===== src/rtl/core/awbd_ram.sv =====
// Generic single-write, single-read synchronous RAM with registered read data.
// No dependencies.
`timescale 1ns / 1ps
`default_nettype none
module awbd_ram #(
   parameter int WIDTH = 8,
   parameter int DEPTH = 16
) (
   input  wire logic                     clock,
   input  wire logic                     wr_en,
   input  wire logic [$clog2(DEPTH)-1:0] wr_addr,
   input  wire logic [WIDTH-1:0]         wr_data,
   input  wire logic [$clog2(DEPTH)-1:0] rd_addr,
   output logic      [WIDTH-1:0]         rd_data
);
   logic [WIDTH-1:0] mem [DEPTH];
   logic [WIDTH-1:0] rd_data_ff;

   always_ff @(posedge clock) begin
      if (wr_en) begin
         mem[wr_addr] <= wr_data;
      end
      rd_data_ff <= mem[rd_addr];
   end

   assign rd_data = rd_data_ff;
endmodule
`default_nettype wire


===== config.mk =====
export PLATFORM = sky130hd
export DESIGN_NAME = awbd_ram
export DESIGN_NICKNAME = d
export VERILOG_FILES = /design/src/rtl/core/awbd_ram.sv
export SDC_FILE = /design/constraint.sdc
export NUM_CORES = 1
export LEC_CHECK = 0
export BUFFER_PORTS_ARGS = -buffer_cell sky130_fd_sc_hd__buf_2
export CORE_ASPECT_RATIO = 1.4
export CORE_UTILIZATION = 45
export DETAILED_ROUTE_END_ITERATION = 10
export GPL_TIMING_DRIVEN = 0
export PLACE_DENSITY_LB_ADDON = 0.25
export SKIP_LAST_GASP = 1
export SLEW_MARGIN = 10
export SYNTH_ARGS = -nofsm -noshare
export SYNTH_HDL_FRONTEND = slang
export SYNTH_SLANG_ARGS = --single-unit

===== constraint.sdc =====
create_clock -name clock -period 1.9 [get_ports clock]
set_input_delay 0.19 -clock clock [delete_from_list [all_inputs] [get_ports clock]]
set_output_delay 0.19 -clock clock [all_outputs]
set_load 0.01 [all_outputs]

==> metrics.txt, run 1 <==
yosys warns=0; CTS Sinks=136; outcome=finished, final reports clean; f_max=679 MHz; Final Non-Filler Cells=426; final hold vios=0; # setup viols final=0; CTS-repair resized insts=0; CTS Hold Buffers Added=0; Max clock buf depth=2; setup TNS=0 ns; final instance area=a little over 0.006 sq mm; Clock Latency Late Sink=slightly above 0.4 ns; Residual DRC=0; crit path kind=flip-flop to flip-flop; multiplexer area fraction after synthesis=15.0%; Simple-Gate Fraction of Synth Area=~3.2%; RSZ-0062 raised after global routing=no; dpl cell area=approximately 0.0055 sq mm; postcts setup bufs=0; Slowest cell on crit path=mux4_1; leading area contributor after synthesis=edfxtp_1; slew margin rel.=45.2%; core footprint=~0.011 sq mm; total of max-cap violations=0; DRT iter0 DRCs=about 190; CTS tree=built; via total after detailed routing=2344; largest family of logic cells by synthesized area=multiplexers; DR vias/cell=around 5.5; main area contributors after synthesis=edfxtp_1 (75%), mux4_2 (7.9%), mux4_1 (7.1%), dfxtp_1 (3.1%), a22oi_1 (2.3%); Final ANT Viol Nets=0; FP Rows=45; initial antenna violation count=0; layout cells sized above 1=30.2%; post-synthesis cell area=around 0.0051 sq mm; crit path cell chain=mux4_1 > a22oi_1 > nand2_1; RePlAce Congestion=slightly below 0.8; Pre-Repair DR Iteration Count=5; share of the synthesized area in the top cell type=about three quarters; worst hold path class=input pin to flip-flop; maximum vdd drop=around 0.69 mV; Final Critical Period=between 1 and 1.5 ns; Synth Instances=approximately 230; most frequent cells in the layout=edfxtp_1 (128), buf_2 (27), clkbuf_16 (21); period utilization=77.5%; H-tree depth=4; Compound-Gate Fraction of Synth Area=approximately 2.3%; IO buf count=24; GRT Residual Overflow=0; wire per inst=approximately 23 um; Worst-Margin Slew=~0.82 ns; Worst setup SP type=flip-flop; die area=between 0.01 and 0.015 sq mm; GRT Resource Usage Total=between 10% and 20%; IO Count=26; Worst Path Buf+Inv=0; count of cell types in the netlist=19; xor/xnor share of the synthesized area=0%; final wirelength=9600 um; CTS Buf Count=17; Adder-Cell Fraction of Synth Area=0%; syn_nets=around 250; Initial Util=a little under half; Pwr Total=6.98 mW; Ant. Diodes=0; Worst EP required=about 2.2 ns; die width=between 90 and 100 um; crit end category=flip-flop; largest net degree at the start of global routing=17; Pleak=2.05 nW; Crit path max-delay family=multiplexers; DP Wirelength=between 6000 and 7000 um; Slew Limit Fails=0; average size of a mapped cell=between 20 and 25 sq um; fin util=between 50% and 60%; most common cell after layout, fill and taps aside=edfxtp_1; CP Max Fanout=1; number of global-route vias before repair=about 2.4k; fin nets=290; Root Driver=clkbuf_16; P&R area growth vs syn=18.2%; die boundary height=approximately 130 um; Seq/Total Area, Yosys=~78%; first-pass GRT wire length=about 15000 um; Crit path arrival time=approximately 1.8 ns; flop and latch count out of synthesis=136; clk slew on worst S/H paths=~0.060 ns; Power Dens Cells=1150 mW/mm^2; CP peak stage delay=about 0.57 ns; clock skew=~0.0056 ns; dpl cells=~400
synthesized netlist by cell type (all sizes together):
library cell   number
nor3                4
nand3               1
nand3b              2
or3b                1
mux4               32
clkdlybuf4s25       3
nand2b              2
and2                1
dfxtp               8
nor2b               1
edfxtp            128
and2b               1
a22oi              16
nand2               9
buf                 7
nor2               13
state kept, by name (all words and copies together), names as in the netlist:
signal and count:
mem 128, rd_data 8
metal layers:
metal	vias to the layer above	wire [um]	part of all wire, %	GRT usage [%]
met4	0	234	2.4	9.01
li1	1056	-	-	-
met2	72	5040	52	29.6
met1	1203	3840	40	22.7
met3	13	489	5.1	5.32
met5	-	0	0	0
metrics by stage:
stage,hold WS (ns),setup WS (ns)
detailed placement,0.582,-0.295
CTS,0.169,0.139
global placement,0.587,-0.345
finish,0.172,0.428
global route,0.183,0.321
floorplan,0.289,0.217
area by class of cell:
class | count | area, sq um
Tap cell | 141 | 176
Clock inverter | 3 | 16.3
Buffer | 10 | 86.3
Clock buffer | 29 | 606
Multi-Input combinational cell | 83 | 1080
Sequential cell | 136 | 4000
Fill cell | 860 | 4890
Timing Repair Buffer | 24 | 120
worst paths after layout:
kind	startpoint	endpoint	slack (ns)	cells after the start
setup reg to reg	mem[1][3]$_DFFE_PP_	rd_data[3]$_DFF_P_	0.43	3
setup / recovery	mem[1][3]$_DFFE_PP_	rd_data[3]$_DFF_P_	0.43	3
hold reg to reg	mem[12][2]$_DFFE_PP_	rd_data[2]$_DFF_P_	0.67	3
hold / removal	wr_data[5]	mem[6][5]$_DFFE_PP_	0.17	1
logic make-up (layout without fill, tap and decap cells):
| group | after synthesis | count (layout) |
|---|---|---|
| mux | 32 | 32 |
| simple gates | 35 | 35 |
| flops | 136 | 136 |
| buf+inv | 10 | 66 |
| compound gates | 16 | 16 |
power breakdown:
group / internal [mW] / total, mW / switching [mW]
combinational: 0.134 / 0.326 / 0.193
sequential: 3.36 / 3.37 / 0.0145
clock: 2.16 / 3.29 / 1.13
total: 5.65 / 6.98 / 1.34
Note: power is estimated with default switching activity, not from simulation.
==> inputs of run 2 (changes only) <==
Settings changed: ABC_AREA set to 1.
Clock period 1.9 ns to 1.5 ns, I/O delays scaled along.
==> metrics.txt, run 2 <==
most common cell after layout, fill and taps aside=nand2_1 (was edfxtp_1); CTS-repair resized insts=0 (unchanged); Pwr Total=8.96 mW (was 6.98 mW); Reg power frac=47.7% (was 48.3%); # setup viols final=0 (unchanged); main area contributors after synthesis=edfxtp_1 (67%), nand2_1 (11%), nand3_1 (8.4%), inv_1 (6.5%), dfxtp_1 (2.8%) (was edfxtp_1 (75%), mux4_2 (7.9%), mux4_1 (7.1%), dfxtp_1 (3.1%), a22oi_1 (2.3%)); crit path kind=input pin to flip-flop (was flip-flop to flip-flop); CTS tree=built (unchanged); EDFF count, synth=128 (unchanged); GRT Resource Usage Total=22.5% (was 18.3%); DP Wirelength=9190 um (was 6100 um); Sw Share=21.8% (was 19.2%); Final ANT Viol Nets=0 (unchanged); number of global-route vias before repair=3797 (was 2426); fin nets=610 (was 290); outcome=complete, but fails checks (was finished, final reports clean); pre-CTS setup slack=-0.113 ns (was -0.295 ns); DR vias/cell=5.15 (was 5.50); largest net degree at the start of global routing=17 (unchanged); RePlAce Congestion=0.916 (was 0.772); failing checks=DRC; Comb power frac=6.2% (was 4.7%); Seq/Total Area, Yosys=69.4% (was 77.8%); Largest Register=mem (unchanged); Final Critical Period=1.20 ns; Crit path arrival time=1.24 ns (was 1.76 ns); average size of a mapped cell=10.5 sq um (was 22.5 sq um); Worst setup SP type=input pin (was flip-flop); GRT Residual Overflow=0 (unchanged); CP Max Fanout=8 (was 1); Initial Util=46.4% (was 46.9%); initial antenna violation count=0 (unchanged); layout cells sized above 1=12.6% (was 30.2%); Synth top cells by count=nand2_1 (173), edfxtp_1 (128), inv_1 (100) (was edfxtp_1 (128), mux4_2 (18), a22oi_1 (16)); final worst setup slack=0.296 ns (was 0.428 ns); Worst-Margin Slew=0.870 ns (was 0.819 ns); clock network power share=46.1% (was 47.1%); RSZ-0062 raised after global routing=no (unchanged); Synth Instances=551 (was 229); most common cell in the netlist=nand2_1 (was edfxtp_1); final hold vios=0 (unchanged); final wirelength=13800 um (was 9600 um); clock skew=0.00972 ns (was 0.00556 ns); via total after detailed routing=3879 (was 2344); Residual DRC=4 (was 0); Worst EP required=1.53 ns (was 2.19 ns); share of the synthesized area in the top cell type=66.7% (was 74.7%); total of max-cap violations=0 (unchanged); slew margin rel.=41.8% (was 45.2%); count of cell types in the netlist=12 (was 19); DRT iter0 DRCs=282 (was 189); Internal=7.00 mW (was 5.65 mW); most frequent cells in the layout=nand2_1 (173), edfxtp_1 (128), inv_1 (100) (was edfxtp_1 (128), buf_2 (27), clkbuf_16 (21)); Root Driver=clkbuf_16 (unchanged); wire per inst=18.3 um (was 22.5 um); Power Dens Cells=1350 mW/mm^2 (was 1150 mW/mm^2); Clock Latency Late Sink=0.42 ns (was 0.41 ns); FFs w/ async S/R, synth=0% (unchanged); ys flop type=edfxtp_1 (unchanged); period utilization=roughly four fifths; H-tree depth=4 (unchanged); maximum vdd drop=0.922 mV (was 0.692 mV); f_max=830 MHz; Pre-Repair DR Iteration Count=8 (was 5); die width=97.7 um (was 92.4 um); CTS Hold Buffers Added=0 (unchanged); sw power=1.96 mW (was 1.34 mW); flop and latch count out of synthesis=136 (unchanged); clk slew on worst S/H paths=0.06 ns (about the same); syn_nets=569 (was 247); crit end category=flip-flop (unchanged); IO buf count=22 (was 24); postcts setup bufs=0 (unchanged); FP Rows=48 (was 45); core footprint=0.0124 sq mm (was 0.0110 sq mm); post-synthesis cell area=0.00577 sq mm (was 0.00515 sq mm); Pleak=2.88 nW (was 2.05 nW); die area=0.0133 sq mm (was 0.0119 sq mm); worst hold path class=input pin to flip-flop (unchanged); Ant. Diodes=0 (unchanged); Largest register FFs=128 (unchanged); first-pass GRT wire length=21300 um (was 14600 um); Max clock buf depth=2 (unchanged); CTS Buf Count=17 (unchanged); P&R area growth vs syn=15.3% (was 18.2%); yosys warns=0 (unchanged); Slew Limit Fails=0 (unchanged); CTS Sinks=136 (unchanged); IO Count=26 (unchanged); leading area contributor after synthesis=edfxtp_1 (unchanged); die boundary height=136 um (was 129 um)
-- run 2: cell types whose count changed after synthesis, moves of 4 or more --
cell,delta
nand2_1,+164
a22oi_1,-16
nand3_1,+96
mux4_2,-18
mux4_1,-14
buf_2,+10
inv_1,+100
nor3_1,-4
nor2_1,+4
-- run 2: cell type report --
class	instances	area [sq um]
Tap cell	150	188
Fill cell	1059	5780
Timing Repair Buffer	22	110
Clock inverter	12	155
Inverter	102	383
Sequential cell	136	4000
Clock buffer	18	429
Buffer	24	166
Multi-Input combinational cell	289	1210
-- run 2: kinds of logic (layout without fill, tap and decap cells) --
logic type,after synthesis,count (layout),share of synthesized area (%)
buffers and inverters,126,178,9.52
and+or+nand+nor,289,289,21.0
DFF,136,136,69.4
-- run 2: worst max-delay path, cell delays in order --
cell	delay, ns
buf_2	0.12
nand3b_1	0.25
nor2_1	0.71
-- run 2: layer usage --
layer  track usage, %  part of all wire, %  up-vias
li1                 -                    -     1854
met1             26.5                   39     1847
met2             38.9                   51      147
met3             4.11                  5.4       31
met4             13.0                  4.0        0
met5                0                    0        -
-- run 2: worst paths after layout --
| path | startpoint | to | slack [ns] | cells after the start |
|---|---|---|---|---|
| worst max-delay path | wr_addr[2] | mem[11][4]$_DFFE_PP_ | 0.30 | 3 |
| worst min register to register | mem[10][6]$_DFFE_PP_ | rd_data[6]$_DFF_P_ | 0.65 | 6 |
| worst min-delay path | wr_data[7] | mem[1][7]$_DFFE_PP_ | 0.15 | 1 |
| worst max register to register | mem[6][3]$_DFFE_PP_ | rd_data[3]$_DFF_P_ | 0.43 | 6 |
-- run 2: per-stage QoR --
| step | std cells | setup TNS, ns | area (sq um) | hold slack, ns | util, % |
|---|---|---|---|---|---|
| after detailed placement | 723 | -2.31 | 6060 | 0.546 | 48.8 |
| after floorplan | 551 | 0 | 5770 | 0.249 | - |
| after global placement | 723 | -0.812 | 6060 | 0.546 | 48.8 |
| after global routing | 753 | 0 | 6650 | 0.149 | 53.5 |
| final | 753 | 0 | 6650 | 0.150 | 53.5 |
| after CTS | 753 | 0 | 6650 | 0.142 | 53.5 |
-- run 2: power by group through the flow --
stage / Combinational, mW / Clock (mW) / Sequential, mW
6_report: 0.559 / 4.13 / 4.27
5_1_grt: 0.614 / 4.33 / 4.28
4_1_cts: 0.558 / 4.16 / 4.27
3_5_place_dp: 0.554 / 0 / 4.35
3_3_place_gp: 0.545 / 0 / 4.35
2_1_floorplan: 0.300 / 0 / 4.36
