===== src/rtl/core/awbd_pkg.sv =====
// Package for the alpha weighted box downscaler: sizes, widths, codes, types.
// Used by the channel interfaces, the divider, the top level and the testbench; depends on nothing.
`timescale 1ns / 1ps
`default_nettype none
package awbd_pkg;

   localparam int MAX_WIDTH  = 2048;
   localparam int MAX_HEIGHT = 4096;

   localparam int PIX_W = 8;
   localparam int COL_W = $clog2(MAX_WIDTH);     // output or source column index
   localparam int ROW_W = $clog2(MAX_HEIGHT);    // output or source row index
   localparam int SW_W  = 12;                    // width register
   localparam int SH_W  = 13;                    // height register
   localparam int CP_W  = 2 * COL_W + 2;         // column products index*size
   localparam int RP_W  = 2 * ROW_W + 2;         // row products
   localparam int SUM_W = 32;
   localparam int CNT_W = 24;
   localparam int NUM_W = SUM_W + PIX_W;         // sum*255

   localparam int CSR_IDX_W  = 2;
   localparam int CSR_DATA_W = 13;

   localparam logic [CSR_IDX_W-1:0] CSR_SRC_WIDTH  = 2'd0;
   localparam logic [CSR_IDX_W-1:0] CSR_SRC_HEIGHT = 2'd1;
   localparam logic [CSR_IDX_W-1:0] CSR_DST_WIDTH  = 2'd2;
   localparam logic [CSR_IDX_W-1:0] CSR_DST_HEIGHT = 2'd3;

   localparam logic [SW_W-1:0] SRC_WIDTH_RST  = SW_W'(2048);
   localparam logic [SH_W-1:0] SRC_HEIGHT_RST = SH_W'(4096);
   localparam logic [SW_W-1:0] DST_WIDTH_RST  = SW_W'(1024);
   localparam logic [SH_W-1:0] DST_HEIGHT_RST = SH_W'(2048);

   localparam logic [SW_W-1:0] WIDTH_TOP  = SW_W'(MAX_WIDTH);
   localparam logic [SH_W-1:0] HEIGHT_TOP = SH_W'(MAX_HEIGHT);

   // which quotient the shared divider is working on
   localparam logic [1:0] SEL_RED   = 2'd0;
   localparam logic [1:0] SEL_GREEN = 2'd1;
   localparam logic [1:0] SEL_BLUE  = 2'd2;
   localparam logic [1:0] SEL_ALPHA = 2'd3;

   typedef enum logic [3:0] {
      ST_IDLE = 4'b0001,
      ST_READ = 4'b0010,
      ST_DIV  = 4'b0100,
      ST_OUT  = 4'b1000
   } state_type;

   // one accumulator entry, per output column
   typedef struct packed {
      logic [SUM_W-1:0] red;
      logic [SUM_W-1:0] green;
      logic [SUM_W-1:0] blue;
      logic [SUM_W-1:0] alpha;
      logic [CNT_W-1:0] count;
   } acc_type;

   localparam int ACC_W = $bits(acc_type);

   // floor(c*a/255), exact for any 16-bit product
   function automatic logic [PIX_W-1:0] premul(input logic [PIX_W-1:0] c,
                                               input logic [PIX_W-1:0] a);
      logic [2*PIX_W-1:0] p;
      logic [2*PIX_W:0]   t;
      p = c * a;
      t = {1'b0, p} + {9'b0, p[2*PIX_W-1:PIX_W]} + 17'd1;
      return t[2*PIX_W-1:PIX_W];
   endfunction

endpackage
`default_nettype wire


===== src/rtl/core/awbd_div.sv =====
// Restoring divider for quotients known to be below 256: one quotient bit a cycle.
// Depends on awbd_pkg.
`timescale 1ns / 1ps
`default_nettype none
module awbd_div import awbd_pkg::*; (
   input  wire logic             clock,
   input  wire logic             reset,
   input  wire logic             start,
   input  wire logic [NUM_W-1:0] numer,
   input  wire logic [SUM_W-1:0] denom,
   output logic                  done,
   output logic      [PIX_W-1:0] quot
);
   logic [NUM_W-1:0] rem_ff, rem_in;
   logic [NUM_W-1:0] dsh_ff, dsh_in;
   logic [PIX_W-1:0] q_ff, q_in;
   logic [2:0]       step_ff, step_in;
   logic             busy_ff, busy_in;
   logic             done_ff, done_in;
   logic             ge;

   assign ge = rem_ff >= dsh_ff;

   // next state: load on start, then one trial subtract per cycle
   always_comb begin
      rem_in  = rem_ff;
      dsh_in  = dsh_ff;
      q_in    = q_ff;
      step_in = step_ff;
      busy_in = busy_ff;
      done_in = 1'b0;
      if (start) begin
         rem_in  = numer;
         dsh_in  = {1'b0, denom, 7'b0};
         q_in    = '0;
         step_in = 3'd7;
         busy_in = 1'b1;
      end else if (busy_ff) begin
         if (ge) begin
            rem_in = rem_ff - dsh_ff;
         end
         q_in   = {q_ff[PIX_W-2:0], ge};
         dsh_in = dsh_ff >> 1;
         if (step_ff == 3'd0) begin
            busy_in = 1'b0;
            done_in = 1'b1;
         end else begin
            step_in = step_ff - 3'd1;
         end
      end
   end

   always_ff @(posedge clock) begin
      if (reset) begin
         busy_ff <= 1'b0;
         done_ff <= 1'b0;
      end else begin
         busy_ff <= busy_in;
         done_ff <= done_in;
      end
      rem_ff  <= rem_in;
      dsh_ff  <= dsh_in;
      q_ff    <= q_in;
      step_ff <= step_in;
   end

   assign done = done_ff;
   assign quot = q_ff;
endmodule
`default_nettype wire


===== config.mk =====
export PLATFORM = sky130hd
export DESIGN_NAME = awbd_div
export DESIGN_NICKNAME = d
export VERILOG_FILES = /design/src/rtl/core/awbd_pkg.sv /design/src/rtl/core/awbd_div.sv
export SDC_FILE = /design/constraint.sdc
export NUM_CORES = 1
export LEC_CHECK = 0
export ABC_AREA = 1
export BUFFER_PORTS_ARGS = -buffer_cell sky130_fd_sc_hd__buf_2
export CAP_MARGIN = 0
export CORE_MARGIN = 2
export CORE_UTILIZATION = 30
export DETAILED_ROUTE_END_ITERATION = 6
export GPL_TIMING_DRIVEN = 0
export PLACE_DENSITY = 0.51
export SLEW_MARGIN = 20
export SYNTH_ARGS = -nofsm -noshare
export SYNTH_HDL_FRONTEND = slang
export SYNTH_SLANG_ARGS = --single-unit
export TNS_END_PERCENT = 30

===== constraint.sdc =====
create_clock -name clock -period 6.88 [get_ports clock]
set_clock_uncertainty 0.15 [all_clocks]
set_input_delay 0.688 -clock clock [delete_from_list [all_inputs] [get_ports clock]]
set_output_delay 0.688 -clock clock [all_outputs]
set_load 0.02 [all_outputs]

==> parameters.txt, run 1 <==
Parameter                              Value

Routing
  First-pass iteration count of the detailed router ... 5
  Antenna violation net count after detailed routing ... 0
  Wire length per cell after detailed routing ... 14.1 um
  Number of vias after detailed routing ... between 6,000 and 7,000
  Starting DRC count in detailed routing ... 331
  Detailed-route DRC error count ... 0
  Final WL ... 19.3 mm
  Per-cell via count in the routed design ... 4.52

Synthesis
  Mean instance size in the synthesized netlist ... about 6.9 sq um
  Number of enable flip-flop cells after synthesis ... 72
  Unique cell type count in the Yosys netlist ... 35
  Largest area contributor in the netlist ... sky130_fd_sc_hd__edfxtp_1
  Cells taking the most area after synthesis ... sky130_fd_sc_hd__edfxtp_1 (32%), sky130_fd_sc_hd__nand2_1 (20%), sky130_fd_sc_hd__inv_1 (9.8%)
  Synth Warn # ... 0
  Primary flip-flop cell chosen by synthesis mapping ... sky130_fd_sc_hd__edfxtp_1
  Post-Syn Instances ... 984
  Share of synthesized registers carrying an async set or reset ... 0%
  Post-synthesis sequential area ratio ... 38.0%
  Share of the synthesized area in the top cell type ... 32.0%
  Number of storage elements in the synthesis netlist ... 92
  Syn Std Cell Area ... 0.00675 sq mm
  Syn Nets ... 1,101

Timing
  Number of pins with negative max-slew slack in the final report ... 0
  Unrepaired setup endpoints after global routing ... no
  Max Fclk ... 332 MHz
  Hold_ws ... 0.314 ns
  Number of endpoints failing setup at the final stage ... 0
  Worst Tran Pin Value ... 0.683 ns
  Remaining max-slew budget at the tightest pin ... 54.5%
  Setup TNS after final layout ... 0 ns
  Final number of hold-violating endpoints ... 0
  Period Utilization, post-route ... 43.8%
  Crit path time final ... 3.01 ns

Critical path
  Critical-path maximum fanout ... 26
  CP Data Required Time ... ~6.8 ns
  Critical Path Start Type ... register
  Endpoint type of the worst setup path ... register
  Category of the critical setup timing path ... register to register
  CP arrival ... 2.96 ns

Final layout
  Number of nets in the final layout ... ~1,200
  Most frequent cells in the layout ... sky130_fd_sc_hd__nand2_1 (358), sky130_fd_sc_hd__inv_1 (177), sky130_fd_sc_hd__buf_2 (85), sky130_fd_sc_hd__edfxtp_1 (72), sky130_fd_sc_hd__nor2_1 (70)
  Fillers ... about 2,400
  Proportion of layout cells with a drive suffix above 1 ... 12.4%
  Number of cells in the finished layout apart from fillers ... 1,365
  Area growth, synth to finish ... 16.2%
  Diodes inserted ... 0
  Leading cell type in the layout, fill and taps excluded ... sky130_fd_sc_hd__nand2_1

CTS
  CTS tree ... yes
  Total of cells resized after clock tree synthesis ... 0
  Number of buffers inserted to repair setup after CTS ... 0
  Clk buf depth ... 2
  Root Buffer ... sky130_fd_sc_hd__clkbuf_16
  CTS clk-pin slew, worst paths ... 0.07 ns
  Clock insertion delay at the later pin of the skew report ... 0.36 ns
  Count of clock tree sinks ... 92
  CTS buffer count ... 9
  H-tree depth reported by CTS ... 3
  Post-cts hold buffer count ... 0

Placement
  Global placer's final weighted congestion ... 0.904
  HPWL after DPL ... 15.7 mm
  Number of cells in the design after placement ... approximately 1,300
  Count of buffers inserted at the top-level ports ... slightly above 80

Floorplan
  DIE WIDTH ... 154 um
  Count of standard-cell rows ... 54
  IO Pins ... between 80 and 90
  Die Area ... 0.0237 sq mm
  Chip Height ... roughly 150 um
  Initial core utilization ... about 31%
  Floorplan core area ... between 0.02 and 0.025 sq mm

Global route
  Total global routing overflow ... 0
  Antenna violations before repair ... 0
  First-pass GRT wire length ... 31.3 mm
  Via count of the first global-routing pass ... approximately 6,100
  Largest net degree at the start of global routing ... 27
  Total track usage ... 16.8%

Power and ir drop
  Maximum VDD drop ... 0.000128 V
  Total power divided by cell area ... just under 300 mW/mm^2
  Leak pwr ... between 4 and 5 nW

Job
  Max-Cap Viols ... 0

Worst hold path
  Worst Hold Class ... register to register

Status
  Status ... finished, final reports clean
## sequential cells by signal (all words and copies together) (netlist names)
register,count
busy_ff,1
done,1
dsh_ff,39
quot,8
rem_ff,40
step_ff,3
## layout make-up
cell class              instances  area (sq um)  area share (%)
clock inverters                 3          18.8           0.239
inverters                     179           672            8.56
repair buffers                 85           463            5.90
multi-input cells             696          3450            44.0
plain buffers                  17          67.6           0.861
flip-flops and latches         92          2560            32.7
well taps                     280           350            4.46
clock buffers                  13           260            3.32
## cell families (layout without fill, tap and decap cells)
family / count (synthesis) / in the layout / synth area share [%]
AO/OA/AOI/OAI: 116 / 116 / 9.12
adder cells (fa/ha/maj): 42 / 42 / 7.90
buffers and inverters: 196 / 297 / 10.9
XOR/XNOR: 12 / 12 / 1.56
flip-flops: 92 / 92 / 38.0
AND/OR/NAND/NOR: 526 / 526 / 32.5
## path summary, 6_finish.rpt
kind / from / end / slack (ns) / depth (start not counted)
max reg2reg: rem_ff[0] / rem_ff[14] / 3.87 / 15
min reg2reg: step_ff[0] / step_ff[0] / 0.31 / 2
max: rem_ff[0] / rem_ff[14] / 3.87 / 15
min: step_ff[0] / step_ff[0] / 0.31 / 2
## cells in the mapped netlist (10+ instances only)
master and count:
sky130_fd_sc_hd__clkbuf_1 12, sky130_fd_sc_hd__inv_1 177, sky130_fd_sc_hd__o21ai_0 54, sky130_fd_sc_hd__nand2_2 10, sky130_fd_sc_hd__o22ai_1 11, sky130_fd_sc_hd__edfxtp_1 72
sky130_fd_sc_hd__nand3_1 52, sky130_fd_sc_hd__xnor2_1 11, sky130_fd_sc_hd__dfxtp_1 20, sky130_fd_sc_hd__nor2_1 70, sky130_fd_sc_hd__a21oi_1 35, sky130_fd_sc_hd__ha_1 41
sky130_fd_sc_hd__nand2_1 359
## routing by layer
metal / share of wire [%] / global-route usage [%] / wire, um
met5: 0 / 0 / 0
met4: 0.93 / 3.16 / 179
met3: 4.2 / 2.87 / 802
met2: 42 / 25.6 / 8040
met1: 53 / 25.0 / 10300
## where the power goes
| part | internal (W) | leakage (nW) | switching [W] |
|---|---|---|---|
| registers | 0.000707 | 0.904 | 0.0000252 |
| logic | 0.000365 | 2.97 | 0.000685 |
| clock network | 0.000266 | 0.141 | 0.000222 |
## per-stage QoR
step                setup slack, ns  total power [W]  area, sq um  util, %
floorplan                      3.85          0.00152         6750        -
global placement               2.87          0.00178         7520     34.2
detailed placement             3.84          0.00179         7570     34.5
CTS                            3.83          0.00229         7850     35.7
global route                   3.64          0.00247         7850     35.7
finish                         3.87          0.00227         7850     35.7
## worst max-delay path, cell delays in order, from the launching register on
cell	delay, ns
sky130_fd_sc_hd__edfxtp_1	0.37
sky130_fd_sc_hd__inv_1	0.06
sky130_fd_sc_hd__ha_1	0.13
sky130_fd_sc_hd__inv_1	0.08
sky130_fd_sc_hd__fa_1	0.44
sky130_fd_sc_hd__nand3_1	0.11
sky130_fd_sc_hd__nand3_2	0.11
sky130_fd_sc_hd__nand2_1	0.10
sky130_fd_sc_hd__nand3_2	0.12
sky130_fd_sc_hd__nand2_1	0.11
sky130_fd_sc_hd__nand3_1	0.11
sky130_fd_sc_hd__nand3_1	0.10
sky130_fd_sc_hd__nand2_1	0.10
sky130_fd_sc_hd__nand2_1	0.09
sky130_fd_sc_hd__nand2_2	0.25
sky130_fd_sc_hd__buf_12	0.31
Power figures use the tool's default switching activity.
==> run 2, diff against run 1 <==
--- a/config.mk
+++ b/config.mk
@@ -12,7 +12,7 @@
 export CORE_UTILIZATION = 30
 export DETAILED_ROUTE_END_ITERATION = 6
 export GPL_TIMING_DRIVEN = 0
-export PLACE_DENSITY = 0.51
+export PLACE_DENSITY = 0.52
 export SLEW_MARGIN = 20
 export SYNTH_ARGS = -nofsm -noshare
 export SYNTH_HDL_FRONTEND = slang
==> constraint.sdc (replaced) <==
create_clock -name clock -period 2.5 [get_ports clock]
set_clock_uncertainty 0.15 [all_clocks]
set_input_delay 0.25 -clock clock [delete_from_list [all_inputs] [get_ports clock]]
set_output_delay 0.25 -clock clock [all_outputs]
set_load 0.02 [all_outputs]
==> run 2 against run 1 <==
Net effect: register-to-register slack got worse by 3.9 ns; global-route usage rose by 0.91 points; non-clock buffer count rose by 10; critical path depth fell by 1; fmax rose by 21%; die area did not move; wire length rose by 7.7%; combinational power rose to 3.2 times the previous value; clock power rose to 2.8 times the previous value; cell area rose by 8.6%; worst hold slack got worse by 0.30 ns; flip-flop and latch count did not move.
==> parameters.txt, run 2 (synthesis results as in run 1) <==
Parameter                              Value

CTS
  Count of clock tree sinks ... 92 (unchanged)
  Clock insertion delay at the later pin of the skew report ... 0.36 ns (about the same)
  CTS buffer count ... 9 (unchanged)
  CTS clk-pin slew, worst paths ... 0.07 ns (about the same)
  Root Buffer ... sky130_fd_sc_hd__clkbuf_16
  Clk buf depth ... 2 (unchanged)
  H-tree depth reported by CTS ... 3 (unchanged)
  CTS tree ... yes

Floorplan
  DIE WIDTH ... 154 um (unchanged)
  Initial core utilization ... 30.7% (unchanged)
  Floorplan core area ... 0.0220 sq mm (unchanged)
  Count of standard-cell rows ... 54 (unchanged)
  Die Area ... 0.0237 sq mm (unchanged)
  IO Pins ... 84 (unchanged)
  Chip Height ... 154 um (unchanged)

Placement
  HPWL after DPL ... 15.6 mm (-0.71%)
  Count of buffers inserted at the top-level ports ... 83 (unchanged)
  Global placer's final weighted congestion ... 0.899 (-0.49%)
  Cell area after placement ... 0.00755 sq mm (-0.20%)

Critical path
  CP Data Required Time ... 2.40 ns (-4.43 ns)
  Slowest CP cell ... sky130_fd_sc_hd__edfxtp_1
  Worst Reg2Reg Path Length in Cells ... 14 (-1)
  Critical-path maximum fanout ... 8 (-69%)
  Launch point of the worst reg-to-reg path ... rem_ff[0]
  Category of the critical setup timing path ... register to register
  Number of cells on the critical path ... 14 (-1)
  Crit path buf inv count ... 2 (-1)
  Worst path most repeated cell ... sky130_fd_sc_hd__nand3_2
  Slack of the worst reg-to-reg path ... 0.001 ns (-3.87 ns)
  Reg-to-reg endpoint ... rem_ff[25]
  Crit path max-delay family ... simple AND/OR/NAND/NOR gates
  Chain of cells forming the critical path ... inv_1 > ha_2 > inv_2 > fa_2 > nand3_2 > nand3_2 > nand2_2 > nand3_2 > nand2_2 > nand3_2 > nand3_2 > nand2_4 > nand2_8 > nand2_8
  Slowest cell delay on critical path ... 0.36 ns (-0.08 ns)
  CP arrival ... 2.40 ns (-0.56 ns)
  Critical Path Start Type ... register
  Endpoint type of the worst setup path ... register

Routing
  Detailed-route DRC error count ... 0 (unchanged)
  Final WL ... 20.8 mm (+7.7%)
  Antenna violation net count after detailed routing ... 0 (unchanged)
  Wire length per cell after detailed routing ... 15.0 um (+6.3%)
  Number of vias after detailed routing ... 6,365 (+3.1%)
  Per-cell via count in the routed design ... 4.61 (+1.9%)
  First-pass iteration count of the detailed router ... 5 (unchanged)
  Starting DRC count in detailed routing ... 373 (+13%)

Global route
  Antenna violations before repair ... 0 (unchanged)
  Most Used Layer, Global Route ... met2
  First-pass GRT wire length ... 32.5 mm (+3.7%)
  Global-route track usage on met2 ... 27.9% (+2.3 points)
  Total global routing overflow ... 0 (unchanged)
  Largest net degree at the start of global routing ... 23 (-15%)
  Total track usage ... 17.7% (+0.91 points)
  Met3 GRT Util ... 2.76% (-0.11 points)
  Met1 Use GR ... 25.5% (+0.47 points)
  Via count of the first global-routing pass ... 6,192 (+2.2%)

Timing
  Worst Tran Pin Value ... 1.09 ns (+0.404 ns)
  Remaining max-slew budget at the tightest pin ... 27.5% (-27 points)
  Number of pins with negative max-slew slack in the final report ... 0 (unchanged)
  Crit path time final ... 2.50 ns (-0.515 ns)
  Number of endpoints failing setup at the final stage ... 0 (unchanged)
  Period Utilization, post-route ... 99.9% (+56 points)
  Max Fclk ... 400 MHz (+21%)
  Final number of hold-violating endpoints ... 0 (unchanged)
  Unrepaired setup endpoints after global routing ... yes

Worst hold path
  Instance count along the most critical hold path ... 3 (+1)
  Endpoint, Worst Hold ... rem_ff[29]
  Startpoint of the tightest hold check path ... numer[29]
  Worst Hold Class ... primary input to register

Final layout
  Number of nets in the final layout ... 1,214 (+1.4%)
  Diodes inserted ... 0 (unchanged)
  Largest register by flop count ... rem_ff
  Area of the multi-input gates ... 0.00404 sq mm (+17%)
  Flip-flop count of the largest register after layout ... 40 (unchanged)
  Most frequent cells in the layout ... sky130_fd_sc_hd__nand2_1 (340), sky130_fd_sc_hd__inv_1 (176), sky130_fd_sc_hd__buf_2 (85), sky130_fd_sc_hd__edfxtp_1 (72), sky130_fd_sc_hd__nor2_1 (65)
  Fillers ... 2,322 (-2.3%)
  Proportion of layout cells with a drive suffix above 1 ... 19.3% (+6.9 points)
  Final core utilization ... 38.8% (+3.1 points)
  Area growth, synth to finish ... 26.2%
  Final instance area ... 0.00852 sq mm (+8.6%)
  Register Area ... 0.00256 sq mm (unchanged)
  Leading cell type in the layout, fill and taps excluded ... sky130_fd_sc_hd__nand2_1

Power and ir drop
  Leak pwr ... 4.14 nW (+3.0%)
  Maximum VDD drop ... 0.000323 V (+150%)
  Total power divided by cell area ... 800 mW/mm^2 (+180%)

Status
  Status ... finished, final reports clean

Job
  Max-Cap Viols ... 0 (unchanged)
run 2: what timing repair did:
action                                  in CTS  in global routing
setup buffers                                4                  5
gates resized for setup                     28                 59
hold buffers                                 2                  0
gates cloned                                 6                  1
pin swaps                                    4                 15
hold endpoints to repair                     3                  0
endpoints found under the setup margin      43                 49
run 2: worst max path at each step:
stage	from	to
global placement	start	dsh_ff[22]
finish	rem_ff[0]	rem_ff[25]
global route	rem_ff[0]	rem_ff[37]
floorplan	rem_ff[0]	rem_ff[0]
detailed placement	rem_ff[0]	rem_ff[18]
CTS	rem_ff[0]	rem_ff[9]
run 2: metal layers:
metal | vias up | part of all wire, % | routed length [um]
met5 | - | 0 | 0
met4 | 0 | 1.1 | 231
met3 | 17 | 4.2 | 869
met2 | 131 | 44 | 9110
met1 | 2877 | 51 | 10600
li1 | 3340 | - | -
run 2: worst register-to-register path, cell delays in order, from the launching register on:
cell                       delay (ns)
sky130_fd_sc_hd__edfxtp_1        0.36
sky130_fd_sc_hd__inv_1           0.07
sky130_fd_sc_hd__ha_2            0.17
sky130_fd_sc_hd__inv_2           0.05
sky130_fd_sc_hd__fa_2            0.36
sky130_fd_sc_hd__nand3_2         0.08
sky130_fd_sc_hd__nand3_2         0.09
sky130_fd_sc_hd__nand2_2         0.08
sky130_fd_sc_hd__nand3_2         0.08
sky130_fd_sc_hd__nand2_2         0.09
sky130_fd_sc_hd__nand3_2         0.08
sky130_fd_sc_hd__nand3_2         0.09
sky130_fd_sc_hd__nand2_4         0.08
sky130_fd_sc_hd__nand2_8         0.23
sky130_fd_sc_hd__nand2_8         0.14
run 2: final cells by class:
type / count / area share [%]
Tap cell: 280 / 4.11
Clock buffer: 13 / 3.30
Sequential cell: 92 / 30.1
Timing Repair Buffer: 95 / 6.23
Multi-Input combinational cell: 703 / 47.4
Buffer: 17 / 0.808
Clock inverter: 3 / 0.191
Inverter: 179 / 7.89
run 2: stage by stage:
step                hold slack [ns]  power (W)  std cells  setup TNS [ns]  worst slack (ns)
global placement              0.277    0.00490       1347          -40.08            -0.535
CTS                         0.00935    0.00649       1376          -0.164           -0.0128
finish                       0.0185    0.00682       1382               0           0.00127
detailed placement            0.285    0.00493       1348          -21.70            -0.545
floorplan                     0.169    0.00417        984               0            0.0549
global route                 0.0146    0.00735       1382           -4.07            -0.117
run 2: power breakdown:
| group | internal [W] | total (W) | switching, W |
|---|---|---|---|
| sequential | 0.00195 | 0.00207 | 0.000119 |
| combinational | 0.00129 | 0.00337 | 0.00207 |
| clock | 0.000787 | 0.00138 | 0.000597 |
